===== src/hdl/alist_pkg.sv =====
`default_nettype none
package alist_pkg;

  localparam int CAPACITY_DEFAULT = 16;
  localparam int WORD_W = 32;
  localparam int INDEX_W = 4;
  localparam int COUNT_W = 5;

  typedef enum logic [1:0] {
    CMD_APPEND = 2'd0,
    CMD_REMOVE = 2'd1,
    CMD_GET    = 2'd2,
    CMD_SEARCH = 2'd3
  } cmd_t;

  typedef enum logic [1:0] {
    ST_OK       = 2'd0,
    ST_FULL     = 2'd1,
    ST_RANGE    = 2'd2,
    ST_NOTFOUND = 2'd3
  } status_t;

  // broadcast to every cell on the cycle a word is taken
  typedef struct packed {
    logic                 take;
    cmd_t                 cmd;
    logic [WORD_W-1:0]    value;
    logic [INDEX_W-1:0]   index;
  } cell_ctl_t;

endpackage
`default_nettype wire


===== src/hdl/compacting_array_list.sv =====
// Fixed-capacity ordered list of 32-bit words, one cell per entry.
// Input channel (in_valid/in_ready) takes a command word: cmd, value, index.
// Append writes at the tail, remove shifts all later cells down one place in
// the same cycle, get selects one cell, search compares in every cell at once.
// Output channel (out_valid/out_ready) returns status, data, found_index and
// the fill count after the command.
// The cells register compare/select at the accepting edge, and the reduce
// lands in the output register when that stage moves on, raising out_valid.
// Throughput: one command per cycle while the receiver keeps out_ready
// high; the cells act on a command at the edge it is taken, so the next one
// sees the updated list.
// If the receiver stalls, the output register and the compare stage both
// hold, and in_ready drops once both are full; nothing is lost.
// Reset (rst, synchronous) empties the list: fill count zero, no results
// pending. Entry contents are not cleared; only filled positions are read.
`default_nettype none
module compacting_array_list #(
  parameter int CAPACITY = alist_pkg::CAPACITY_DEFAULT
) (
  input  wire logic                          clk,
  input  wire logic                          rst,
  input  wire logic                          in_valid,
  output logic                               in_ready,
  input  wire logic [1:0]                    cmd,
  input  wire logic signed [alist_pkg::WORD_W-1:0]  value,
  input  wire logic [alist_pkg::INDEX_W-1:0] index,
  output logic                               out_valid,
  input  wire logic                          out_ready,
  output logic [1:0]                         status,
  output logic signed [alist_pkg::WORD_W-1:0] data,
  output logic [alist_pkg::INDEX_W-1:0]      found_index,
  output logic [alist_pkg::COUNT_W-1:0]      count
);
  import alist_pkg::*;

  localparam int CW = $clog2(CAPACITY + 1);
  localparam int IW = $clog2(CAPACITY);
  localparam int XW = (CW > INDEX_W) ? CW : INDEX_W;
  localparam logic [CW-1:0] CAP_C = CW'(CAPACITY);

  logic [CW-1:0] fill;
  logic [CW-1:0] fill_next;
  logic          s1_valid;
  cmd_t          s1_cmd;
  status_t       s1_status;
  logic [CW-1:0] s1_count;
  status_t       st_next;
  cell_ctl_t     ctl;
  logic          take;
  logic          move;
  logic          in_range;

  logic [CAPACITY-1:0]             match;
  logic [CAPACITY-1:0][WORD_W-1:0] rd;
  logic [CAPACITY:0][WORD_W-1:0]   link;
  logic                            found;
  logic [IW-1:0]                   fidx;
  logic [WORD_W-1:0]               rd_data;

  assign move     = s1_valid && (!out_valid || out_ready);
  assign in_ready = !s1_valid || move;
  assign take     = in_valid && in_ready;
  assign in_range = XW'(index) < XW'(fill);

  assign ctl.take  = take;
  assign ctl.cmd   = cmd_t'(cmd);
  assign ctl.value = value;
  assign ctl.index = index;

  always_comb begin
    fill_next = fill;
    st_next   = ST_OK;
    case (cmd_t'(cmd))
      CMD_APPEND: begin
        if (fill < CAP_C) fill_next = fill + CW'(1);
        else st_next = ST_FULL;
      end
      CMD_REMOVE: begin
        if (in_range) fill_next = fill - CW'(1);
        else st_next = ST_RANGE;
      end
      CMD_GET: begin
        if (!in_range) st_next = ST_RANGE;
      end
      default: st_next = ST_OK;
    endcase
  end

  assign link[CAPACITY] = '0;

  for (genvar i = 0; i < CAPACITY; i++) begin : g_cell
    alist_cell #(.CAPACITY(CAPACITY), .POS(i)) u_cell (
      .clk    (clk),
      .ctl    (ctl),
      .fill   (fill),
      .upper  (link[i+1]),
      .match  (match[i]),
      .rd     (rd[i]),
      .stored (link[i])
    );
  end

  alist_reduce #(.CAPACITY(CAPACITY)) u_reduce (
    .match (match),
    .rd    (rd),
    .found (found),
    .fidx  (fidx),
    .data  (rd_data)
  );

  always_ff @(posedge clk) begin
    if (rst) begin
      fill      <= '0;
      s1_valid  <= 1'b0;
      out_valid <= 1'b0;
    end else begin
      if (take) begin
        fill <= fill_next;
      end
      if (take) s1_valid <= 1'b1;
      else if (move) s1_valid <= 1'b0;
      if (move) out_valid <= 1'b1;
      else if (out_ready) out_valid <= 1'b0;
    end
  end

  always_ff @(posedge clk) begin
    if (take) begin
      s1_cmd    <= cmd_t'(cmd);
      s1_status <= st_next;
      s1_count  <= fill_next;
    end
    if (move) begin
      count       <= COUNT_W'(s1_count);
      found_index <= '0;
      data        <= '0;
      status      <= s1_status;
      if (s1_status == ST_RANGE) begin
        data <= '1;
      end else if (s1_cmd == CMD_GET) begin
        data <= rd_data;
      end else if (s1_cmd == CMD_SEARCH) begin
        if (found) begin
          status      <= ST_OK;
          found_index <= INDEX_W'(fidx);
        end else begin
          status <= ST_NOTFOUND;
        end
      end
    end
  end

endmodule
`default_nettype wire


===== src/hdl/alist_cell.sv =====
`default_nettype none
module alist_cell #(
  parameter int CAPACITY = alist_pkg::CAPACITY_DEFAULT,
  parameter int POS = 0
) (
  input  wire logic                          clk,
  input  wire alist_pkg::cell_ctl_t          ctl,
  input  wire logic [$clog2(CAPACITY+1)-1:0] fill,
  input  wire logic [alist_pkg::WORD_W-1:0]  upper,
  output logic                               match,
  output logic [alist_pkg::WORD_W-1:0]       rd,
  output logic [alist_pkg::WORD_W-1:0]       stored
);
  import alist_pkg::*;

  localparam int CW = $clog2(CAPACITY + 1);
  localparam int XW = (CW > INDEX_W) ? CW : INDEX_W;
  localparam logic [XW-1:0] POS_X = XW'(POS);

  logic [WORD_W-1:0] entry;
  logic [XW-1:0]     idx_x;
  logic [XW-1:0]     fill_x;
  logic              held;
  logic              wr_en;
  logic              shift_en;

  assign idx_x  = XW'(ctl.index);
  assign fill_x = XW'(fill);
  assign held   = POS_X < fill_x;
  assign wr_en    = ctl.take && (ctl.cmd == CMD_APPEND) && (fill_x == POS_X);
  // remove: every cell from the index up to the one below the tail pulls from above
  assign shift_en = ctl.take && (ctl.cmd == CMD_REMOVE) && (idx_x <= POS_X)
                    && (POS_X + XW'(1) < fill_x);
  // handed to the cell below for a remove
  assign stored = entry;

  always_ff @(posedge clk) begin
    if (wr_en) begin
      entry <= ctl.value;
    end else if (shift_en) begin
      entry <= upper;
    end
    if (ctl.take) begin
      match <= held && (entry == ctl.value);
      rd    <= (idx_x == POS_X) ? entry : '0;
    end
  end

endmodule
`default_nettype wire


===== src/hdl/alist_reduce.sv =====
`default_nettype none
module alist_reduce #(
  parameter int CAPACITY = alist_pkg::CAPACITY_DEFAULT
) (
  input  wire logic [CAPACITY-1:0]                   match,
  input  wire logic [CAPACITY-1:0][alist_pkg::WORD_W-1:0] rd,
  output logic                                       found,
  output logic [$clog2(CAPACITY)-1:0]                fidx,
  output logic [alist_pkg::WORD_W-1:0]               data
);
  import alist_pkg::*;

  localparam int IW = $clog2(CAPACITY);

  // lowest matching position wins
  always_comb begin
    fidx = '0;
    data = '0;
    for (int i = CAPACITY - 1; i >= 0; i--) begin
      if (match[i]) begin
        fidx = IW'(i);
      end
    end
    for (int i = 0; i < CAPACITY; i++) begin
      data = data | rd[i];
    end
  end

  assign found = |match;

endmodule
`default_nettype wire

===== config.mk =====
export PLATFORM = sky130hd
export DESIGN_NAME = compacting_array_list
export DESIGN_NICKNAME = d
export VERILOG_FILES = /design/src/hdl/alist_pkg.sv /design/src/hdl/compacting_array_list.sv /design/src/hdl/alist_cell.sv /design/src/hdl/alist_reduce.sv
export SDC_FILE = /design/constraint.sdc
export NUM_CORES = 2
export LEC_CHECK = 0
export BUFFER_PORTS_ARGS = -buffer_cell sky130_fd_sc_hd__buf_2
export CAP_MARGIN = 10
export CORE_MARGIN = 1
export CORE_UTILIZATION = 58
export CTS_BUF_LIST = sky130_fd_sc_hd__clkbuf_16
export DETAILED_ROUTE_END_ITERATION = 16
export MAX_ROUTING_LAYER = met4
export PLACE_DENSITY = 0.74
export SLEW_MARGIN = 25
export SYNTH_ARGS = -nofsm -noshare
export SYNTH_HDL_FRONTEND = slang
export SYNTH_SLANG_ARGS = --single-unit

===== constraint.sdc =====
create_clock -name clk -period 14.9 [get_ports clk]
set_clock_uncertainty 0.2 [all_clocks]
set_input_delay 0.745 -clock clk [delete_from_list [all_inputs] [get_ports clk]]
set_output_delay 0.745 -clock clk [all_outputs]
set_load 0.005 [all_outputs]

-- Word-level counts from Yosys, hierarchy flattened
Index checks and enable logic that the tools add are counted.
- register bits after elaboration: 1099
- logic and storage cells: 327
- $add $sub $neg: 2
- order comparisons: 35
- eq/ne operators: 51
- muxes and demuxes: 62
- bitwise operators: 17
- reductions and logical operators: 99
- operators with widths (cell ; number):
    32-bit 2-to-1 mux ; 33
    32-bit equality test ; 16
    32-bit OR ; 15
    1-bit logical AND ; 68
    5-bit by 4-bit equality test with 1-bit output, second input constant ; 8
    4-bit by 5-bit < comparator with 1-bit output, first input constant ; 8
    2-bit nonzero test ; 18
    4-bit equality test, second input constant ; 8
    4-bit less-or-equal comparator, second input constant ; 8
    4-bit 2-to-1 mux ; 8
    5-bit by 3-bit equality test with 1-bit output, second input constant ; 4
    3-bit by 5-bit < comparator with 1-bit output, first input constant ; 4
    4-bit by 3-bit equality test with 1-bit output, second input constant ; 4
    4-bit by 3-bit less-or-equal comparator with 1-bit output, second input constant ; 4
    16-bit OR reduction ; 1
    2-bit 2-to-1 mux ; 7
    3-bit 2-to-1 mux ; 4
    12-bit OR reduction ; 1
    5-bit by 2-bit equality test with 1-bit output, second input constant ; 2
    5-bit zero test ; 2
    1-bit by 5-bit < comparator with 1-bit output, first input constant ; 2
    2-bit by 5-bit < comparator with 1-bit output, first input constant ; 2
    5-bit 2-to-1 mux ; 2
    5-bit case mux with 2 select lines ; 1
    22 further kinds ; 36

-- Depth between registers and ports, before layout
- word-level depth: 16
- mapped depth: 9

-- Modules after synthesis
Synthesis repeated with hierarchy kept, for this count alone.
- cell total of the unflattened synthesis: 3420
- area total of the unflattened synthesis: 52574.2 µm²
- by module, submodules not included (module ; instances ; cells each ; area an instance (µm²) ; sequential area each (µm²)):
    alist_cell at g_cell[14].u_cell ; 1 ; 188 ; 3131.8 ; 1951.9
    alist_cell at g_cell[4].u_cell ; 1 ; 189 ; 3123.0 ; 1951.9
    alist_cell at g_cell[13].u_cell ; 1 ; 187 ; 3113.0 ; 1951.9
    alist_cell at g_cell[10].u_cell ; 1 ; 190 ; 3110.5 ; 1951.9
    alist_cell at g_cell[9].u_cell ; 1 ; 189 ; 3109.2 ; 1951.9
    alist_cell at g_cell[5].u_cell ; 1 ; 190 ; 3105.5 ; 1951.9
    alist_cell at g_cell[1].u_cell ; 1 ; 188 ; 3100.5 ; 1951.9
    alist_cell at g_cell[7].u_cell ; 1 ; 187 ; 3004.1 ; 1951.9
    alist_cell at g_cell[15].u_cell ; 1 ; 189 ; 2999.1 ; 1951.9
    alist_cell at g_cell[12].u_cell ; 1 ; 190 ; 2996.6 ; 1951.9
    alist_cell at g_cell[8].u_cell ; 1 ; 189 ; 2995.4 ; 1951.9
    alist_cell at g_cell[6].u_cell ; 1 ; 188 ; 2994.1 ; 1951.9
    alist_cell at g_cell[11].u_cell ; 1 ; 188 ; 2986.6 ; 1951.9
    alist_cell at g_cell[2].u_cell ; 1 ; 188 ; 2985.4 ; 1951.9
    4 more rows ; n/a ; n/a ; n/a ; n/a

-- Least setup slack after synthesis
No wires, ideal clock.
- path kind: input to register
- start point: input port out_ready
- end point: register g_cell[6].u_cell.entry[0] (enable)
- library setup time: 0.511 ns
- arrival: 11.815 ns
- slack: 2.374 ns
- stages: 5
- path buffers: 0
- cell sequence: nand3b_2 > nand2_2 > inv_2 > nand2_1 > o41ai_1
- cells in the longest elaborated chain, start to end: 8
- elaborated cells between the ends (all ways): 10
- those cells by class: reduce/logical: 10
- RTL lines (element ; RTL line ; RTL):
    start, declared ; compacting_array_list.sv:28 ; input wire logic out_ready,
    1-bit logical OR (*) ; compacting_array_list.sv:60 ; assign move = s1_valid && (!out_valid || out_ready);
    1-bit logical AND (*) ; compacting_array_list.sv:60 ;
    1-bit logical OR (*) ; compacting_array_list.sv:61 ; assign in_ready = !s1_valid || move;
    1-bit logical AND (*) ; compacting_array_list.sv:62 ; assign take = in_valid && in_ready;
    net take ; compacting_array_list.sv:49 ; logic take;
    1-bit logical AND (2 in series) ; alist_cell.sv:32 ; assign shift_en = ctl.take && (ctl.cmd == CMD_REMOVE) && (idx_x <= POS_X)
    1-bit logical AND ; alist_cell.sv:33 ; && (POS_X + XW'(1) < fill_x);
    2-bit nonzero test (no line) (*) ; n/a ;
    end signal, assigned ; alist_cell.sv:39 ; entry <= ctl.value;
    end signal, assigned ; alist_cell.sv:41 ; entry <= upper;
    end, declared ; alist_cell.sv:20 ; logic [WORD_W-1:0] entry;
Mark *: on every way through the listed nets, which the timed path passes. The rest lies on a longest branch.
A chain may end at the register's enable or synchronous reset.

-- Final worst setup path
- start point: register fill[2]
- end point: register g_cell[12].u_cell.entry[19] (enable)
- cells in the longest elaborated chain, start to end: 3
- elaborated cells between the ends (all ways): 5
- those cells by class: order compare: 1; eq/ne: 1; reduce/logical: 3
- RTL lines (element ; RTL line ; RTL):
    start, declared ; compacting_array_list.sv:41 ; logic [CW-1:0] fill;
    start signal, assigned ; compacting_array_list.sv:118 ; fill <= fill_next;
    4-bit by 5-bit < comparator with 1-bit output or 5-bit by 4-bit equality test with 1-bit output (tied branches) ; alist_cell.sv:33, alist_cell.sv:30 ;
    1-bit logical AND (on tied branches) ; alist_cell.sv:33, alist_cell.sv:30 ;
    2-bit nonzero test (no line) (*) ; n/a ;
    end signal, assigned ; alist_cell.sv:39 ;
    end signal, assigned ; alist_cell.sv:41 ;
    end, declared ; alist_cell.sv:20 ;
Mark *: on every way between the ends. The rest lies on a longest branch, timed or not.

==> results.json <==
{
  "status": "finished clean",
  "dieArea_um2": 89300,
  "place_congestion": 0.973,
  "first_pass_iters": 6,
  "post_cts_buffers": 0,
  "mostFrequentLayoutCells": "1092 x edfxtp_1, 512 x and2_1, 470 x mux2_2",
  "critPathMostFrequentCell": "nand2_2",
  "timing.fmax_ghz": 0.242,
  "die_h_um": 299,
  "synth_edf_count": 1092,
  "hold_viol": 0,
  "tightest_slew_ns": 1.21,
  "insertion_delay_ns": 0.72,
  "synth_area_um2": 51100,
  "start_util": 0.587,
  "synthXorXnorAreaFrac": 0.0872,
  "fin_crit_sh": 0.277,
  "synth_top_family_by_area": "simple AND/OR/NAND/NOR gates",
  "r2r_cells": 4,
  "utilization": 0.651,
  "rsz0062_at_grt": "no",
  "area_growth_pct": 10.9,
  "cts_tree": "built",
  "final_common_cell": "edfxtp_1",
  "worstHoldPathCells": 2,
  "drv_slew": 0,
  "fin_setup_tns_ns": 0,
  "cts_sinks": 1099,
  "critPathMaxStageDelay_ns": 1.00,
  "drc": 0,
  "antenna_found_initial": 6,
  "io_buffers": 86,
  "worstHoldEndpoint": "s1_valid",
  "yosys.area_share.simple": 0.121,
  "async_flop_share": 0,
  "path_clk_slew_ns": 0.06,
  "hold_buffers": 0,
  "ctsHtreeMaxLevel": 3,
  "numCtsBuffers": 113,
  "hold_path_class": "primary input to flip-flop",
  "yosysSeqAreaShare": 0.644,
  "hold_path_startpoint": "rst",
  "coreArea_um2": 87000,
  "timing.final.crit_period_ns": 4.13,
  "vias": 30300,
  "powerDensity_nw_per_um2": 118,
  "p_leak_uw": 0.0197,
  "grt_max_degree": 167,
  "setup_viol": 0,
  "relSlewSlack": 0.186,
  "synth_fa_ha_area_frac": 0.00269,
  "worstSetupPathType": "flip-flop to flip-flop",
  "synth.ff_latch_count": 1099,
  "crit_path_max_fanout": 33,
  "muxShareOfSynthArea": 0.106,
  "drt_first_iter_violations": 3609,
  "num-fill-cells": 6227,
  "clockBufferDepth": 3,
  "wl_per_cell_um": 30.8,
  "synth-compound-area-share": 0.0166,
  "wirelength_um": 147000,
  "yosysUniqueCellTypes": 71,
  "power.total_uw": 6700,
  "cp.arrival_ns": 4.25,
  "hpwl_um": 106000,
  "cp-end-kind": "flip-flop",
  "clock-root-buffer": "clkbuf_16",
  "synthFlopType": "edfxtp_1",
  "drv_cap": 0,
  "dpl.cell_count": 4563,
  "die_x_um": 299,
  "seq_area_um2": 32900,
  "syn_inst": 3482,
  "drive_gt1_frac": 0.244,
  "grt.total_usage": 0.340,
  "reg2reg_slack_ns": 10.77,
  "cts_resized": 0,
  "grt_pass1_wl_um": 210000,
  "io_pins": 87,
  "avgSynthCellArea_um2": 14.7,
  "std_cell_rows": 108,
  "antenna_left": 0,
  "fin_cells": 4779,
  "grt_pass1_vias": 29900,
  "crit_slowest_cell": "nand2_2",
  "overflow": 0,
  "r2r-end": "g_cell[12].u_cell.stored[19]",
  "path_cells": "nand2_1, nor3_4, nand2_2, nand2_2",
  "ir_worst_vdd_mv": 0.110,
  "r2r-start": "fill[2]",
  "synth_nets": 3535,
  "worstPathRequired_ns": 15.01,
  "ys.warnings.count": 0,
  "multi_input_area_um2": 17400,
  "worst_setup_path_start_kind": "flip-flop",
  "layout.nets": 3579,
  "via_per_inst": 6.33
}
power by group:
group / switching [µW] / internal [µW] / total (µW)
clock network: 1210 / 1570 / 2780
logic: 290 / 113 / 403
registers: 40.9 / 3480 / 3520
total: 1540 / 5160 / 6700
layer usage:
| metal | track usage | wire, µm | up-vias |
|---|---|---|---|
| li1 | - | - | 13000 |
| met1 | 0.445 | 56700 | 15400 |
| met2 | 0.518 | 68800 | 1603 |
| met3 | 0.0519 | 13200 | 314 |
| met4 | 0.175 | 8660 | 0 |
| met5 | - | 0 | - |
flip-flops by register name (all words and copies together), names as in the netlist:
name	flops
s1_status	2
s1_valid	1
g_cell.u_cell.rd	512
status	2
g_cell.u_cell.match	16
s1_cmd	2
count	5
s1_count	5
fill	5
found_index	4
data	32
out_valid	1
g_cell.u_cell.stored	512
Yosys cell counts (4+ instances only):
cell	count	area share
edfxtp_1	1092	0.64
and2_1	512	0.063
mux2_2	470	0.10
xor2_1	382	0.065
nor4_1	236	0.029
clkbuf_1	166	0.012
xnor2_1	127	0.022
nand4_1	77	0.0094
buf_2	71	0.0070
and3_1	35	0.0043
a21o_1	33	0.0048
nor2_1	33	0.0024
nand2_1	24	0.0018
nand3_1	22	0.0022
a21oi_1	17	0.0017
nor3_1	17	0.0017
inv_1	15	0.0011
o21ai_0	15	0.0015
ha_1	11	0.0027
mux2_1	11	0.0024
buf_1	9	0.00066
dfxtp_1	7	0.0027
o31ai_1	7	0.0010
nand2b_1	6	0.00073
nor2b_1	6	0.00073
or2_2	5	0.00061
a211oi_1	4	0.00059
inv_2	4	0.00029
nor3_2	4	0.00078
o21a_1	4	0.00059
worst max-delay path by stage:
stage	start	endpoint	cells after the start	slack, ns
after floorplan	out_ready	g_cell[6].u_cell.stored[0]	5	2.37
after global placement	cmd[1]	g_cell[12].u_cell.stored[14]	7	9.78
after detailed placement	cmd[1]	g_cell[12].u_cell.stored[19]	7	10.32
after CTS	fill[2]	g_cell[12].u_cell.stored[17]	4	10.87
after global routing	fill[2]	g_cell[12].u_cell.stored[19]	4	10.58
final	fill[2]	g_cell[12].u_cell.stored[19]	4	10.77
final cells by class:
class,count,area share
repair buffers,179,0.0214
diodes,4,0.000177
flip-flops and latches,1099,0.581
clock buffers,114,0.0504
clock inverters,95,0.0130
inverters,19,0.00139
well taps,1155,0.0255
multi-input cells,2114,0.307
per-stage QoR:
step / hold WS (ns) / setup WS, ns / cell area, µm²
final: 0.0614 / 10.77 / 56700
after global placement: 0.210 / 9.78 / 52800
after CTS: 0.0254 / 10.87 / 56500
after floorplan: 0.200 / 2.37 / 51100
after global routing: 0.0609 / 10.58 / 56700
after detailed placement: 0.208 / 10.32 / 52900
critical path, delay by kind of cell, from the launching register on:
| family | cells | cell delay (ns) |
|---|---|---|
| AND/OR/NAND/NOR | 4 | 2.77 |
| flip-flops | 1 | 0.74 |
logic make-up after synthesis:
family,count (synthesis)
adders and majority gates,11
and+or+nand+nor,999
muxes,481
AOI/OAI and AO/OA,114
DFF,1099
xor gates and xnor gates,509
buffers and inverters,269
(Power assumes the default switching activity.)
